### config.mk
export PLATFORM = sky130hd
export DESIGN_NAME = two_level_priority_scheduler_unit
export DESIGN_NICKNAME = d
export VERILOG_FILES = /design/src/hw/rtl/tlps_pkg.sv /design/src/hw/rtl/two_level_priority_scheduler_unit.sv /design/src/hw/rtl/tlps_ctrl.sv /design/src/hw/rtl/tlps_dp.sv
export SDC_FILE = /design/constraint.sdc
export NUM_CORES = 2
export LEC_CHECK = 0
export BUFFER_PORTS_ARGS = -buffer_cell sky130_fd_sc_hd__clkbuf_2
export CORE_MARGIN = 3
export CORE_UTILIZATION = 55
export DETAILED_ROUTE_END_ITERATION = 8
export PLACE_DENSITY = 0.72
export SYNTH_ARGS = -nofsm -noshare
export SYNTH_HDL_FRONTEND = slang
export SYNTH_SLANG_ARGS = --single-unit
### constraint.sdc
create_clock -name clk -period 9.3 [get_ports clk]
set_input_delay 0.93 -clock clk [delete_from_list [all_inputs] [get_ports clk]]
set_output_delay 0.93 -clock clk [all_outputs]
set_load 0.01 [all_outputs]
### src/hw/rtl/tlps_pkg.sv
package tlps_pkg;
  localparam int PROCESSES_DEF = 4;
  localparam int THREADS_PER_PROCESS_DEF = 4;
  localparam int PRIO_BITS_DEF = 8;

  typedef enum logic [2:0] {
    OP_SCHED = 3'd0,
    OP_WAKE  = 3'd1,
    OP_SLEEP = 3'd2,
    OP_PPRIO = 3'd3,
    OP_TPRIO = 3'd4
  } op_t;

  typedef enum logic [3:0] {
    ST_IDLE,
    ST_EXEC,
    ST_SCAN,
    ST_DEC,
    ST_SCAN2,
    ST_DEC2,
    ST_OUT
  } state_t;

  // commands from controller to datapath
  typedef struct packed {
    logic load;
    logic exec;
    logic scan_start;
    logic scan_step;
    logic decide;
    logic decide2;
  } cmd_t;

  // status back to controller
  typedef struct packed {
    logic scan_done;
    logic need_decide;
    logic need_second;
  } sts_t;
endpackage

### src/hw/rtl/two_level_priority_scheduler_unit.sv
// two-level priority scheduler: processes and their threads
// an item without a decision passes load, execute and result; a decision adds a scan and a
// decision step, maybe a second pair; one item at a time, set by the sequential entry scan
// the scan unit walks one process and one thread entry per cycle
// reset: synchronous active-low rst_n; all priorities 1, nothing runnable, idle
module two_level_priority_scheduler_unit #(
  parameter int PROCESSES = tlps_pkg::PROCESSES_DEF,
  parameter int THREADS_PER_PROCESS = tlps_pkg::THREADS_PER_PROCESS_DEF,
  parameter int PRIO_BITS = tlps_pkg::PRIO_BITS_DEF
) (
  input  logic        clk,
  input  logic        rst_n,
  input  logic        in_valid,
  output logic        in_stall,
  input  logic [2:0]  in_op,
  input  logic [3:0]  in_thread_id,
  input  logic [1:0]  in_process_id,
  input  logic [7:0]  in_new_priority,
  input  logic [63:0] in_return_address,
  input  logic [63:0] in_watched_value,
  input  logic [63:0] in_expected_value,
  output logic        out_valid,
  input  logic        out_stall,
  output logic        out_running,
  output logic [3:0]  out_selected_thread,
  output logic [1:0]  out_selected_process,
  output logic [63:0] out_resume_address,
  output logic        out_applied
);
  import tlps_pkg::*;

  cmd_t cmd;
  sts_t sts;

  // sequencer: load, execute, optional scans and decisions, then result
  tlps_ctrl u_ctrl (
    .clk(clk), .rst_n(rst_n),
    .in_valid(in_valid), .in_stall(in_stall),
    .out_valid(out_valid), .out_stall(out_stall),
    .cmd(cmd), .sts(sts)
  );

  // state tables, scan unit and result registers
  tlps_dp #(
    .PROCESSES(PROCESSES),
    .THREADS_PER_PROCESS(THREADS_PER_PROCESS),
    .PRIO_BITS(PRIO_BITS)
  ) u_dp (
    .clk(clk), .rst_n(rst_n), .cmd(cmd), .sts(sts),
    .in_op(in_op), .in_thread_id(in_thread_id), .in_process_id(in_process_id),
    .in_new_priority(in_new_priority), .in_return_address(in_return_address),
    .in_watched_value(in_watched_value), .in_expected_value(in_expected_value),
    .out_running(out_running), .out_selected_thread(out_selected_thread),
    .out_selected_process(out_selected_process),
    .out_resume_address(out_resume_address), .out_applied(out_applied)
  );
endmodule

### src/hw/rtl/tlps_ctrl.sv
module tlps_ctrl (
  input  logic           clk,
  input  logic           rst_n,
  input  logic           in_valid,
  output logic           in_stall,
  output logic           out_valid,
  input  logic           out_stall,
  output tlps_pkg::cmd_t cmd,
  input  tlps_pkg::sts_t sts
);
  import tlps_pkg::*;

  state_t state_r, state_nxt;

  always_ff @(posedge clk) begin
    if (!rst_n) begin
      state_r <= ST_IDLE;
    end else begin
      state_r <= state_nxt;
    end
  end

  always_comb begin
    state_nxt = state_r;
    cmd = '0;
    in_stall = 1'b1;
    out_valid = 1'b0;
    case (state_r)
      ST_IDLE: begin
        in_stall = 1'b0;
        if (in_valid) begin
          cmd.load = 1'b1;
          state_nxt = ST_EXEC;
        end
      end
      ST_EXEC: begin
        cmd.exec = 1'b1;
        state_nxt = sts.need_decide ? ST_SCAN : ST_OUT;
        if (sts.need_decide) cmd.scan_start = 1'b1;
      end
      ST_SCAN: begin
        cmd.scan_step = 1'b1;
        if (sts.scan_done) state_nxt = ST_DEC;
      end
      ST_DEC: begin
        cmd.decide = 1'b1;
        if (sts.need_second) begin
          cmd.scan_start = 1'b1;
          state_nxt = ST_SCAN2;
        end else begin
          state_nxt = ST_OUT;
        end
      end
      ST_SCAN2: begin
        cmd.scan_step = 1'b1;
        if (sts.scan_done) state_nxt = ST_DEC2;
      end
      ST_DEC2: begin
        cmd.decide2 = 1'b1;
        state_nxt = ST_OUT;
      end
      ST_OUT: begin
        out_valid = 1'b1;
        if (!out_stall) state_nxt = ST_IDLE;
      end
      default: state_nxt = ST_IDLE;
    endcase
  end
endmodule

### src/hw/rtl/tlps_dp.sv
module tlps_dp #(
  parameter int PROCESSES = tlps_pkg::PROCESSES_DEF,
  parameter int THREADS_PER_PROCESS = tlps_pkg::THREADS_PER_PROCESS_DEF,
  parameter int PRIO_BITS = tlps_pkg::PRIO_BITS_DEF
) (
  input  logic           clk,
  input  logic           rst_n,
  input  tlps_pkg::cmd_t cmd,
  output tlps_pkg::sts_t sts,
  input  logic [2:0]     in_op,
  input  logic [3:0]     in_thread_id,
  input  logic [1:0]     in_process_id,
  input  logic [7:0]     in_new_priority,
  input  logic [63:0]    in_return_address,
  input  logic [63:0]    in_watched_value,
  input  logic [63:0]    in_expected_value,
  output logic           out_running,
  output logic [3:0]     out_selected_thread,
  output logic [1:0]     out_selected_process,
  output logic [63:0]    out_resume_address,
  output logic           out_applied
);
  import tlps_pkg::*;

  localparam int NT = PROCESSES * THREADS_PER_PROCESS;
  localparam int TW = (NT > 1) ? $clog2(NT) : 1;
  localparam int PW = (PROCESSES > 1) ? $clog2(PROCESSES) : 1;
  localparam int LW = (THREADS_PER_PROCESS > 1) ? $clog2(THREADS_PER_PROCESS) : 1;
  localparam int SW = (PROCESSES > THREADS_PER_PROCESS) ? PW : LW;
  localparam int SMAX = (PROCESSES > THREADS_PER_PROCESS) ? PROCESSES : THREADS_PER_PROCESS;
  localparam int CW = $clog2(SMAX + 1);

  logic [PRIO_BITS-1:0] tprio_r [NT];
  logic [NT-1:0]        trun_r, tq_r;
  logic [15:0]          tage_r [NT];
  logic [63:0]          tres_r [NT];
  logic [PRIO_BITS-1:0] pprio_r [PROCESSES];
  logic [PROCESSES-1:0] pq_r;
  logic [15:0]          page_r [PROCESSES];
  logic                 have_r, pend_r, applied_r;
  logic [TW-1:0]        ct_r;
  logic [PW-1:0]        cp_r;
  logic [15:0]          cnt_r;

  // latched item
  logic [2:0]  op_r;
  logic [7:0]  tid_r;
  logic [7:0]  pid_r;
  logic [7:0]  npri_r;
  logic [63:0] ra_r;
  logic        eq_r;

  // scan results: best process and head thread of one process
  logic [CW-1:0]        idx_r;
  logic [PW-1:0]        sp_r;
  logic                 spv_r;
  logic [TW-1:0]        st_r;
  logic                 stv_r;
  logic [PW-1:0]        scan_proc_r;

  function automatic logic [PRIO_BITS-1:0] clampp(input logic [7:0] v);
    logic [PRIO_BITS-1:0] q;
    q = PRIO_BITS'(v);
    return (q == '0) ? PRIO_BITS'(1) : q;
  endfunction

  // owning process by range compare against each process base
  function automatic logic [PW-1:0] proc_of(input logic [TW-1:0] t);
    logic [PW-1:0] r;
    r = '0;
    for (int p = 0; p < PROCESSES; p++)
      if (int'(t) >= p * THREADS_PER_PROCESS) r = PW'(p);
    return r;
  endfunction

  // any queued thread in process p
  function automatic logic pnonempty(input logic [NT-1:0] q, input logic [PW-1:0] p);
    logic r;
    r = 1'b0;
    for (int i = 0; i < THREADS_PER_PROCESS; i++)
      if (int'(p) * THREADS_PER_PROCESS + i < NT)
        r = r | q[int'(p) * THREADS_PER_PROCESS + i];
    return r;
  endfunction

  logic tok, pok;
  assign tok = {4'd0, tid_r} < 12'(NT);
  assign pok = {4'd0, pid_r} < 12'(PROCESSES);
  logic [TW-1:0] tid_t;
  assign tid_t = TW'(tid_r);
  logic [PW-1:0] tid_p;
  assign tid_p = proc_of(tid_t);

  logic need_dec;
  assign need_dec = (op_r == OP_SCHED) && pend_r;

  // scan element
  logic [SW-1:0] sidx;
  assign sidx = SW'(idx_r);
  logic [TW-1:0] cand_t;
  assign cand_t = TW'(int'(scan_proc_r) * THREADS_PER_PROCESS + int'(sidx));
  logic [PW-1:0] cand_p;
  assign cand_p = PW'(sidx);
  logic take_p, take_t, in_p, in_t;
  assign in_p = ({1'b0, idx_r} < (CW + 1)'(PROCESSES));
  assign in_t = ({1'b0, idx_r} < (CW + 1)'(THREADS_PER_PROCESS));
  always_comb begin
    take_p = 1'b0;
    take_t = 1'b0;
    if (in_p && pq_r[cand_p]) begin
      take_p = !spv_r || pprio_r[cand_p] > pprio_r[sp_r] ||
        (pprio_r[cand_p] == pprio_r[sp_r] &&
         (cnt_r - page_r[cand_p]) > (cnt_r - page_r[sp_r]));
    end
    if (in_t && tq_r[cand_t]) begin
      take_t = !stv_r || tprio_r[cand_t] > tprio_r[st_r] ||
        (tprio_r[cand_t] == tprio_r[st_r] &&
         (cnt_r - tage_r[cand_t]) > (cnt_r - tage_r[st_r]));
    end
  end

  // decision after first scan (head process and head thread of current)
  logic [PRIO_BITS-1:0] nppri, cppri, ctpri, ntpri;
  logic second;
  always_comb begin
    nppri = spv_r ? pprio_r[sp_r] : '0;
    cppri = pprio_r[cp_r];
    ctpri = trun_r[ct_r] ? tprio_r[ct_r] : '0;
    ntpri = stv_r ? tprio_r[st_r] : '0;
    second = 1'b0;
    if (have_r && cppri >= nppri) begin
      if (!(ctpri != '0 && ctpri >= ntpri) && ntpri == '0) second = nppri > '0;
    end else begin
      second = nppri > (have_r ? cppri : '0);
    end
  end

  assign sts.scan_done = ({1'b0, idx_r} >= (CW + 1)'(SMAX - 1));
  assign sts.need_decide = need_dec;
  assign sts.need_second = second;

  always_ff @(posedge clk) begin
    if (!rst_n) begin
      for (int i = 0; i < NT; i++) begin
        tprio_r[i] <= PRIO_BITS'(1);
        tage_r[i] <= '0;
        tres_r[i] <= '0;
      end
      for (int i = 0; i < PROCESSES; i++) begin
        pprio_r[i] <= PRIO_BITS'(1);
        page_r[i] <= '0;
      end
      trun_r <= '0;
      tq_r <= '0;
      pq_r <= '0;
      have_r <= 1'b0;
      pend_r <= 1'b0;
      applied_r <= 1'b0;
      ct_r <= '0;
      cp_r <= '0;
      cnt_r <= '0;
      idx_r <= '0;
      spv_r <= 1'b0;
      stv_r <= 1'b0;
    end else begin
      if (cmd.load) begin
        op_r <= in_op;
        tid_r <= {4'd0, in_thread_id};
        pid_r <= {6'd0, in_process_id};
        npri_r <= in_new_priority;
        ra_r <= in_return_address;
        eq_r <= in_watched_value == in_expected_value;
      end
      if (cmd.exec) begin
        applied_r <= 1'b0;
        case (op_r)
          OP_SCHED: begin
            if (have_r) tres_r[ct_r] <= ra_r;
            if (pend_r) begin
              applied_r <= 1'b1;
              pend_r <= 1'b0;
            end
          end
          OP_WAKE: begin
            if (tok && !trun_r[tid_t]) begin
              trun_r[tid_t] <= 1'b1;
              pend_r <= 1'b1;
              applied_r <= 1'b1;
              if (!pnonempty(tq_r, tid_p) && !pq_r[tid_p]) begin
                pq_r[tid_p] <= 1'b1;
                page_r[tid_p] <= cnt_r;
                if (!tq_r[tid_t]) begin
                  tq_r[tid_t] <= 1'b1;
                  tage_r[tid_t] <= cnt_r + 16'd1;
                  cnt_r <= cnt_r + 16'd2;
                end else begin
                  cnt_r <= cnt_r + 16'd1;
                end
              end else if (!tq_r[tid_t]) begin
                tq_r[tid_t] <= 1'b1;
                tage_r[tid_t] <= cnt_r;
                cnt_r <= cnt_r + 16'd1;
              end
            end
          end
          OP_SLEEP: begin
            if (tok && trun_r[tid_t] && eq_r) begin
              logic [NT-1:0] nq;
              nq = tq_r;
              nq[tid_t] = 1'b0;
              trun_r[tid_t] <= 1'b0;
              tq_r <= nq;
              pend_r <= 1'b1;
              applied_r <= 1'b1;
              if (!pnonempty(nq, tid_p)) pq_r[tid_p] <= 1'b0;
            end
          end
          OP_PPRIO: begin
            if (pok) begin
              pprio_r[PW'(pid_r)] <= clampp(npri_r);
              if (pq_r[PW'(pid_r)]) begin
                page_r[PW'(pid_r)] <= cnt_r;
                cnt_r <= cnt_r + 16'd1;
              end
              pend_r <= 1'b1;
              applied_r <= 1'b1;
            end
          end
          OP_TPRIO: begin
            if (tok) begin
              tprio_r[tid_t] <= clampp(npri_r);
              if (tq_r[tid_t]) begin
                tage_r[tid_t] <= cnt_r;
                cnt_r <= cnt_r + 16'd1;
              end
              pend_r <= 1'b1;
              applied_r <= 1'b1;
            end
          end
          default: ;
        endcase
      end
      if (cmd.scan_start) begin
        idx_r <= '0;
        spv_r <= 1'b0;
        stv_r <= 1'b0;
        if (cmd.exec) scan_proc_r <= cp_r;
      end
      if (cmd.scan_step) begin
        idx_r <= idx_r + CW'(1);
        if (take_p) begin
          sp_r <= cand_p;
          spv_r <= 1'b1;
        end
        if (take_t) begin
          st_r <= cand_t;
          stv_r <= 1'b1;
        end
      end
      if (cmd.decide) begin
        if (have_r && cppri >= nppri && ctpri != '0 && ctpri >= ntpri) begin
          // keep current
        end else if (have_r && cppri >= nppri && ntpri != '0) begin
          // switch within process; current thread goes back in first
          logic [TW-1:0] h;
          h = st_r;
          if (ctpri != '0 && !tq_r[ct_r]) begin
            if (tprio_r[ct_r] > tprio_r[st_r]) h = ct_r;
            tage_r[ct_r] <= cnt_r;
            cnt_r <= cnt_r + 16'd1;
            tq_r[ct_r] <= (h != ct_r);
          end
          tq_r[h] <= 1'b0;
          ct_r <= h;
          cp_r <= proc_of(h);
        end else if (second) begin
          // current thread and process go back, then the best process
          logic [15:0] c;
          logic [PW-1:0] np;
          c = cnt_r;
          np = sp_r;
          if (have_r && trun_r[ct_r] && !tq_r[ct_r]) begin
            tq_r[ct_r] <= 1'b1;
            tage_r[ct_r] <= c;
            c = c + 16'd1;
          end
          if (have_r && (stv_r || trun_r[ct_r]) && !pq_r[cp_r]) begin
            page_r[cp_r] <= c;
            c = c + 16'd1;
            if (pprio_r[cp_r] > pprio_r[sp_r]) np = cp_r;
            pq_r[cp_r] <= (np != cp_r);
          end
          cnt_r <= c;
          pq_r[np] <= 1'b0;
          sp_r <= np;
          scan_proc_r <= np;
          have_r <= 1'b0;
        end else begin
          have_r <= 1'b0;
          ct_r <= '0;
          cp_r <= '0;
        end
      end
      if (cmd.decide2) begin
        if (stv_r) begin
          tq_r[st_r] <= 1'b0;
          have_r <= 1'b1;
          ct_r <= st_r;
          cp_r <= proc_of(st_r);
        end else begin
          have_r <= 1'b0;
          ct_r <= '0;
          cp_r <= '0;
        end
      end
    end
  end

  assign out_running = have_r;
  assign out_selected_thread = have_r ? 4'(ct_r) : 4'd0;
  assign out_selected_process = have_r ? 2'(cp_r) : 2'd0;
  assign out_resume_address = have_r ? tres_r[ct_r] : 64'd0;
  assign out_applied = applied_r;
endmodule
# --- Word level (Yosys, flattened, before mapping) ---
# Memory sizes are Yosys's and may differ from the RTL's. A register that Yosys moved wholly into a read port is not among the register bits.
# Cells that the tools add are included.
totals:
  latchBits: 0
  word_cells: 577
  inputBits: 213
  reg_bits: 160
  output_inout_bits: 74
  rom_bits: 0
  ramBits: 1504
  memories: 5
mem_list:
  columns: ["memory", "words", "word_bits", "rd", "rd_clocked_by_memory_dff", "wr", "line_no", "rtl"]
  rows:
  - ["u_dp.tres_r", 16, 64, 1, 1, 16, "tlps_dp.sv:36", "logic [63:0] tres_r [NT];"]
  - ["u_dp.tage_r", 16, 16, 2, 1, 16, "tlps_dp.sv:35", "logic [15:0] tage_r [NT];"]
  - ["u_dp.tprio_r", 16, 8, 3, 2, 16, "tlps_dp.sv:33", "logic [PRIO_BITS-1:0] tprio_r [NT];"]
  - ["u_dp.page_r", 4, 16, 2, 2, 4, "tlps_dp.sv:39", "logic [15:0] page_r [PROCESSES];"]
  - ["u_dp.pprio_r", 4, 8, 3, 3, 4, "tlps_dp.sv:37", "logic [PRIO_BITS-1:0] pprio_r [PROCESSES];"]
op_classes:
  n_lt_le_gt_ge: 48
  muxes: 374
  bitwise: 24
  n_reduce_logical: 66
  n_mul: 0
  n_eq_ne: 26
  n_shift: 0
  div_mod_pow: 0
  addsub: 12
op_table:
  columns: ["cell", "count"]
  rows:
  - ["two-way mux 16 bit", 49]
  - ["< comparator 32 x 6 -> 1 bit, second input constant", 6]
  - ["two-way mux 4 bit", 48]
  - ["two-way mux 1 bit", 180]
  - ["two-way mux 64 bit", 2]
  - ["two-way mux 2 bit", 51]
  - ["OR reduction 16 bit", 5]
  - ["AND 16 bit", 4]
  - ["equality test 64 bit", 1]
  - ["one-hot mux 16 bit (2 select lines)", 2]
  - ["OR reduction 64 bit", 1]
  - ["subtractor 16 bit", 4]
  - ["two-way mux 8 bit", 7]
  - ["NOT 16 bit", 3]
  - ["OR 16 bit", 3]
  - ["one-hot mux 16 bit (3 select lines)", 1]
  - ["binary-select mux 1 bit (select 4 bit)", 11]
  - ["greater-than comparator 8 bit", 5]
  - ["< comparator 4 x 5 -> 1 bit, second input constant", 8]
  - ["adder 16 x 1 -> 16 bit, second input constant", 2]
  - ["greater-than comparator 16 bit", 2]
  - ["one-hot mux 4 bit (7 select lines)", 1]
  - ["logical AND 1 bit", 27]
  - ["greater-or-equal comparator 4 bit, second input constant", 6]
  - ["other kinds (52)", 121]

# --- Logic depth before layout (Yosys ltp) ---
depth:
  depth_word: 48
  ltp_mapped: 27

# --- Cells and area by module ---
# Synthesis repeated with hierarchy kept, for this count alone.
hier_totals:
  hier_cells: 6660
  hier_area_um2: 89717.3
by_module_without_submodules:
  columns: ["mod", "cells_each", "area_each_um2", "instances"]
  rows:
  - ["tlps_dp", 6629, 89472.1, 1]
  - ["tlps_ctrl", 31, 245.2, 1]

# --- Worst setup path before layout ---
# OpenSTA, ideal clock, no wires.
synth_path:
  path_type: "register -> register"
  startpoint: "register u_dp.idx_r[0]"
  endpoint: "register (tool-made name)"
  arrival_ns: 6.708
  t_required_ns: 9.179
  setup_time_ns: 0.121
  path_buffers: 4
  path_slack_ns: 2.471
  stages_incl_launch_ff: 26
  path_cell_list: "dfxtp_1 clkbuf_1 buf_1 clkbuf_1 buf_1 mux4_2 mux4_2 ha_1 nor2b_1 o21ai_0 a21boi_0 o21ai_0 a21oi_1 a41o_1 o41ai_1 o21ai_0 nor4_1 a311o_1 ha_1 nand4_1 nor2_1 nand3_1 o221ai_1 o311ai_0 a21oi_1 mux2_2"
synth_lines:
  columns: ["element", "line_no", "rtl"]
  rows:
  - ["start: declaration", "tlps_dp.sv:54", "logic [CW-1:0] idx_r;"]
  - ["start signal: assignment", "tlps_dp.sv:250", "idx_r <= idx_r + CW'(1);"]

==> results list <==
* Clock skew: approximately 0.054 ns
- Finish-stage setup viols: 0
* Synth warn: 0
- Biggest fanout along the worst timing path: 37
* Data arrival, critical path: 8.20 ns
- The cell count after synthesis came out at 6345.
- Share of async-settable or async-resettable flops after synthesis: 0
* Area share of and/or/nand/nor cells after synthesis: 0.1346
- Leading cell types by count after synthesis: edfxtp_1, and2_1, mux4_2
- The worst register-to-register path has a setup slack of 1.78 ns.
* Die outline area: 0.1661 mm2
* Sw power: about 4.9 mW
- Number of distinct library cells after synthesis: 96
- Floorplan row count: 146
- Clock tree buffer depth: 3
- For this run, the post-layout net count is 6815.
- Cell internal power was estimated by the tool at between 10 and 15 mW.
- Measured in cells, the most critical reg-to-reg path has a length of 19.
* Post-CTS Hold Buffers: 0
- Combinational family with the most area after synthesis: multiplexers
- Clock H-tree levels: 4
- Post-CTS repair changed the size of 0 cells.
- Vias/cell: 6.609
* Clk slew on worst S/H paths: about 0.070 ns
* DR vias: around 58000
* Routability congestion estimate: 0.9795
* Drt pass-1 iters: 8
- Dividing total power by cell area gives a power density of 189.7 mW/mm2.
* Min-delay worst type: in -> reg
- Status: finished, final reports clean
* Remaining max-slew budget at the tightest pin: 0.1491
- The slowest stage of the critical path belongs to the cell o311ai_0.
- Setup repair after global routing left no endpoint under its margin.
- Counting flops with a built-in enable in the synthesized netlist gives 1594.
- CTS sink count: about 1700
- The share of total power dissipated in sequential elements is 0.481.
* Final Max Slew Viols: 0
- Setup slack after placement: 1.874 ns
- The worst path meets setup with 1.776 ns of slack.
* Initial DRC Count: 7685
* Leak pwr: 34.47 nW
- Combinational share of power: 0.150
- Most used standard cell by instance count after synthesis: edfxtp_1
- The worst hold path begins at in_return_address[45].
- Of the total power, the share spent switching nets is 0.2619.
- I/O pins: 287
- The die is 407.5 um wide.
- The synthesized design spends more area on one cell type than any other, namely edfxtp_1.
- Once detail routing completed, the nets flagged for antenna violations numbered 0.
* Series of cell instances along the critical path: buf_4 -> mux4_2 -> mux4_2 -> inv_1 -> ha_1 -> a21boi_0 -> o21ai_0 -> a21oi_1 -> a41o_1 -> o41ai_1 -> o21ai_0 -> a311o_1 -> ha_1 -> nand4_1 -> nor2_1 -> nand3_1 -> o311ai_0 -> a21oi_1 -> mux2_2
- The initial antenna violation count is 3.
* Crit Reg-Reg Startpoint: u_dp.idx_r[0]
- P&R area growth vs syn: 10.17%
* Net count after synthesis: 6717
* Fmax: around 0.13 GHz
- STA classifies the critical path startpoint as a flop.
* Post-detailed-routing wire length: 263000 um
* Post-synthesis xor/xnor area fraction: 0.01463
- Peak supply drop: 0.0002109 V
* Number of buffers added by the clock tree synthesis step: 172
* TritonCTS clock tree: done
* Vias in the first global route: 57840
- The share of the synthesized area in compound gates (AO/OA/AOI/OAI) came to 0.06571.
* Global router's overall resource usage: 0.3147
- Hold-critical path depth: 1
- Critical Path RT: 9.97 ns
* Post-Synthesis Cell Area: 0.08867 mm2
- Post-CTS Setup Inserts: 0
- Maximum Capacitance Violations: 0
- The tree is rooted in a clkbuf_16.
- Ratio of final minimum period to clock period: 0.8090
- The critical path in this run is classified as reg -> reg.
* Worst-skew pair later-pin latency: ~0.8 ns
- Subtracting the final worst setup slack from the clock period gives 7.524 ns.
- Slowest Stage Delay on Critical Path: 1.06 ns
* Sequential-to-total area share from yosys stat: 0.5586
- In this run, synthesis produced a sequential element count of ~1700.
* Layout fillers: 12090
* Avg Synthesized Cell Area: 13.97 um2
- Port Buffer Count: 286
* Fraction of layout instances using a drive strength above 1: 0.2298
- The initial utilization of the core area, before any placement, comes to 0.5566.
- Fraction of synthesized area in multiplexers: 0.1730
- The share of total power dissipated in the clock network is 0.369.
- The worst setup path is captured at a flop.
- For the pin with the worst max-slew slack, the measured transition is 1.263 ns.
- Area of the core: 0.1593 mm2
* Die height: roughly 400 um
* Global route overflow: 0
* Hold violation total from the final report: 0
- Summed over all failing endpoints, the final setup total negative slack is 0 ns.
* Final routed wire length divided by cell count: approximately 30 um
- Entering global routing, the biggest net connects 106 pins.
- Critical path startpoint: u_dp.idx_r[0]
* Dominant synthesized flop cell: edfxtp_1
- Min-Delay Endpoint: u_dp.ra_r[45]
* Number of DRC violations after detailed routing: 0
* Post-Synth Adder-Cell Area: 0.02277
- The first global-routing pass estimated around 390000 um of wire.
- By area the synthesized netlist is led by edfxtp_1, mux4_2, and2_1.
- Yosys top cell area share: 0.5398
- The wire-length estimate of the detail-placed layout is 160000 um.
==> cells in the final DEF, fill, tap and decap left out, drive strengths merged, types with 23 or more instances in the layout <==
cell | Yosys | layout
edfxtp | 1594 | 1594
and2 | 1261 | 1261
mux4 | 666 | 666
clkbuf | 378 | 500
a21oi | 347 | 347
nor2 | 298 | 298
nand2 | 241 | 241
o21ai | 176 | 176
ha | 155 | 155
inv | 147 | 154
buf | 131 | 148
xor2 | 97 | 97
dfxtp | 83 | 83
clkinv | 0 | 70
nor3 | 53 | 53
nor2b | 51 | 51
nand3 | 49 | 49
xnor2 | 49 | 49
a211oi | 42 | 42
a22oi | 41 | 41
a31oi | 39 | 39
nor4 | 39 | 39
nand2b | 34 | 34
nand4 | 33 | 33
o22ai | 31 | 31
a21o | 26 | 26
o211ai | 23 | 23
==> state kept, by name, summed over array words and instances, names as in the netlist, 4 cells and up, named ones only <==
signal / count
u_dp.cnt_r: 16
u_dp.ct_r: 4
u_dp.npri_r: 8
u_dp.page_r: 64
u_dp.pprio_r: 32
u_dp.pq_r: 4
u_dp.ra_r: 64
u_dp.st_r: 4
u_dp.tage_r: 256
u_dp.tid_r: 4
u_dp.tprio_r: 128
u_dp.tq_r: 16
u_dp.tres_r: 1024
==> routing by layer <==
metal,up-vias,global-route usage,share of wire
met3,621,0.06280,0.11
met5,-,0,0.000049
met1,29250,0.4273,0.37
met4,2,0.1222,0.040
li1,24240,-,-
met2,3552,0.5056,0.48
==> cell type report <==
| type | instances | area [um2] | share of cell area |
|---|---|---|---|
| sequential | 1677 | 49560 | 0.5074 |
| multi-input combinational | 4012 | 36790 | 0.3766 |
| clock buffer | 215 | 4518 | 0.04625 |
| tap | 2146 | 2685 | 0.02749 |
| timing repair buffer | 433 | 2575 | 0.02636 |
| clock inverter | 92 | 994.7 | 0.01018 |
| inverter | 147 | 551.8 | 0.005649 |
| antenna | 3 | 7.507 | 0.00007685 |
==> per-stage QoR <==
step	hold slack, ns	instance area (um2)	total power, mW	instances	utilization
4_1_cts	0.2401	97670	18.58	8722	0.6132
3_3_place_gp	0.5031	92160	11.79	8415	0.5785
5_1_grt	0.2580	97680	19.16	8724	0.6132
3_5_place_dp	0.5199	92160	11.83	8415	0.5785
6_report	0.2961	97680	18.53	8725	0.6132
2_1_floorplan	0.4244	88670	10.98	6345	-
==> logic make-up after synthesis <==
kind of cell             count (synthesis)
AND/OR/NAND/NOR                       2130
flip-flops                            1677
AO/OA/AOI/OAI                          878
multiplexers                           699
buffers and inverters                  656
adder cells (fa/ha/maj)                159
XOR/XNOR                               146
==> how the worst max path moves through the flow <==
stage,endpoint
6_report,flop
5_1_grt,flop
4_1_cts,flop
3_5_place_dp,flop
3_3_place_gp,flop
2_1_floorplan,flop
==> critical path: cells and delay by family (launching register included) <==
family / cells / cell delay, ns
flip-flops: 1 / 0.53
adder cells (fa/ha/maj): 2 / 0.54
buffers and inverters: 2 / 0.69
AO/OA/AOI/OAI: 9 / 3.74
multiplexers: 3 / 1.50
AND/OR/NAND/NOR: 3 / 0.37
==> power by group through the flow <==
| stage | combinational, mW | sequential [mW] | clock [mW] |
|---|---|---|---|
| 6_report | 2.78 | 8.92 | 6.84 |
| 5_1_grt | 3.00 | 8.96 | 7.20 |
| 4_1_cts | 2.77 | 8.91 | 6.90 |
| 3_5_place_dp | 2.76 | 9.07 | 0 |
| 3_3_place_gp | 2.74 | 9.05 | 0 |
| 2_1_floorplan | 2.12 | 8.86 | 0 |
(Power assumes the default switching activity.)
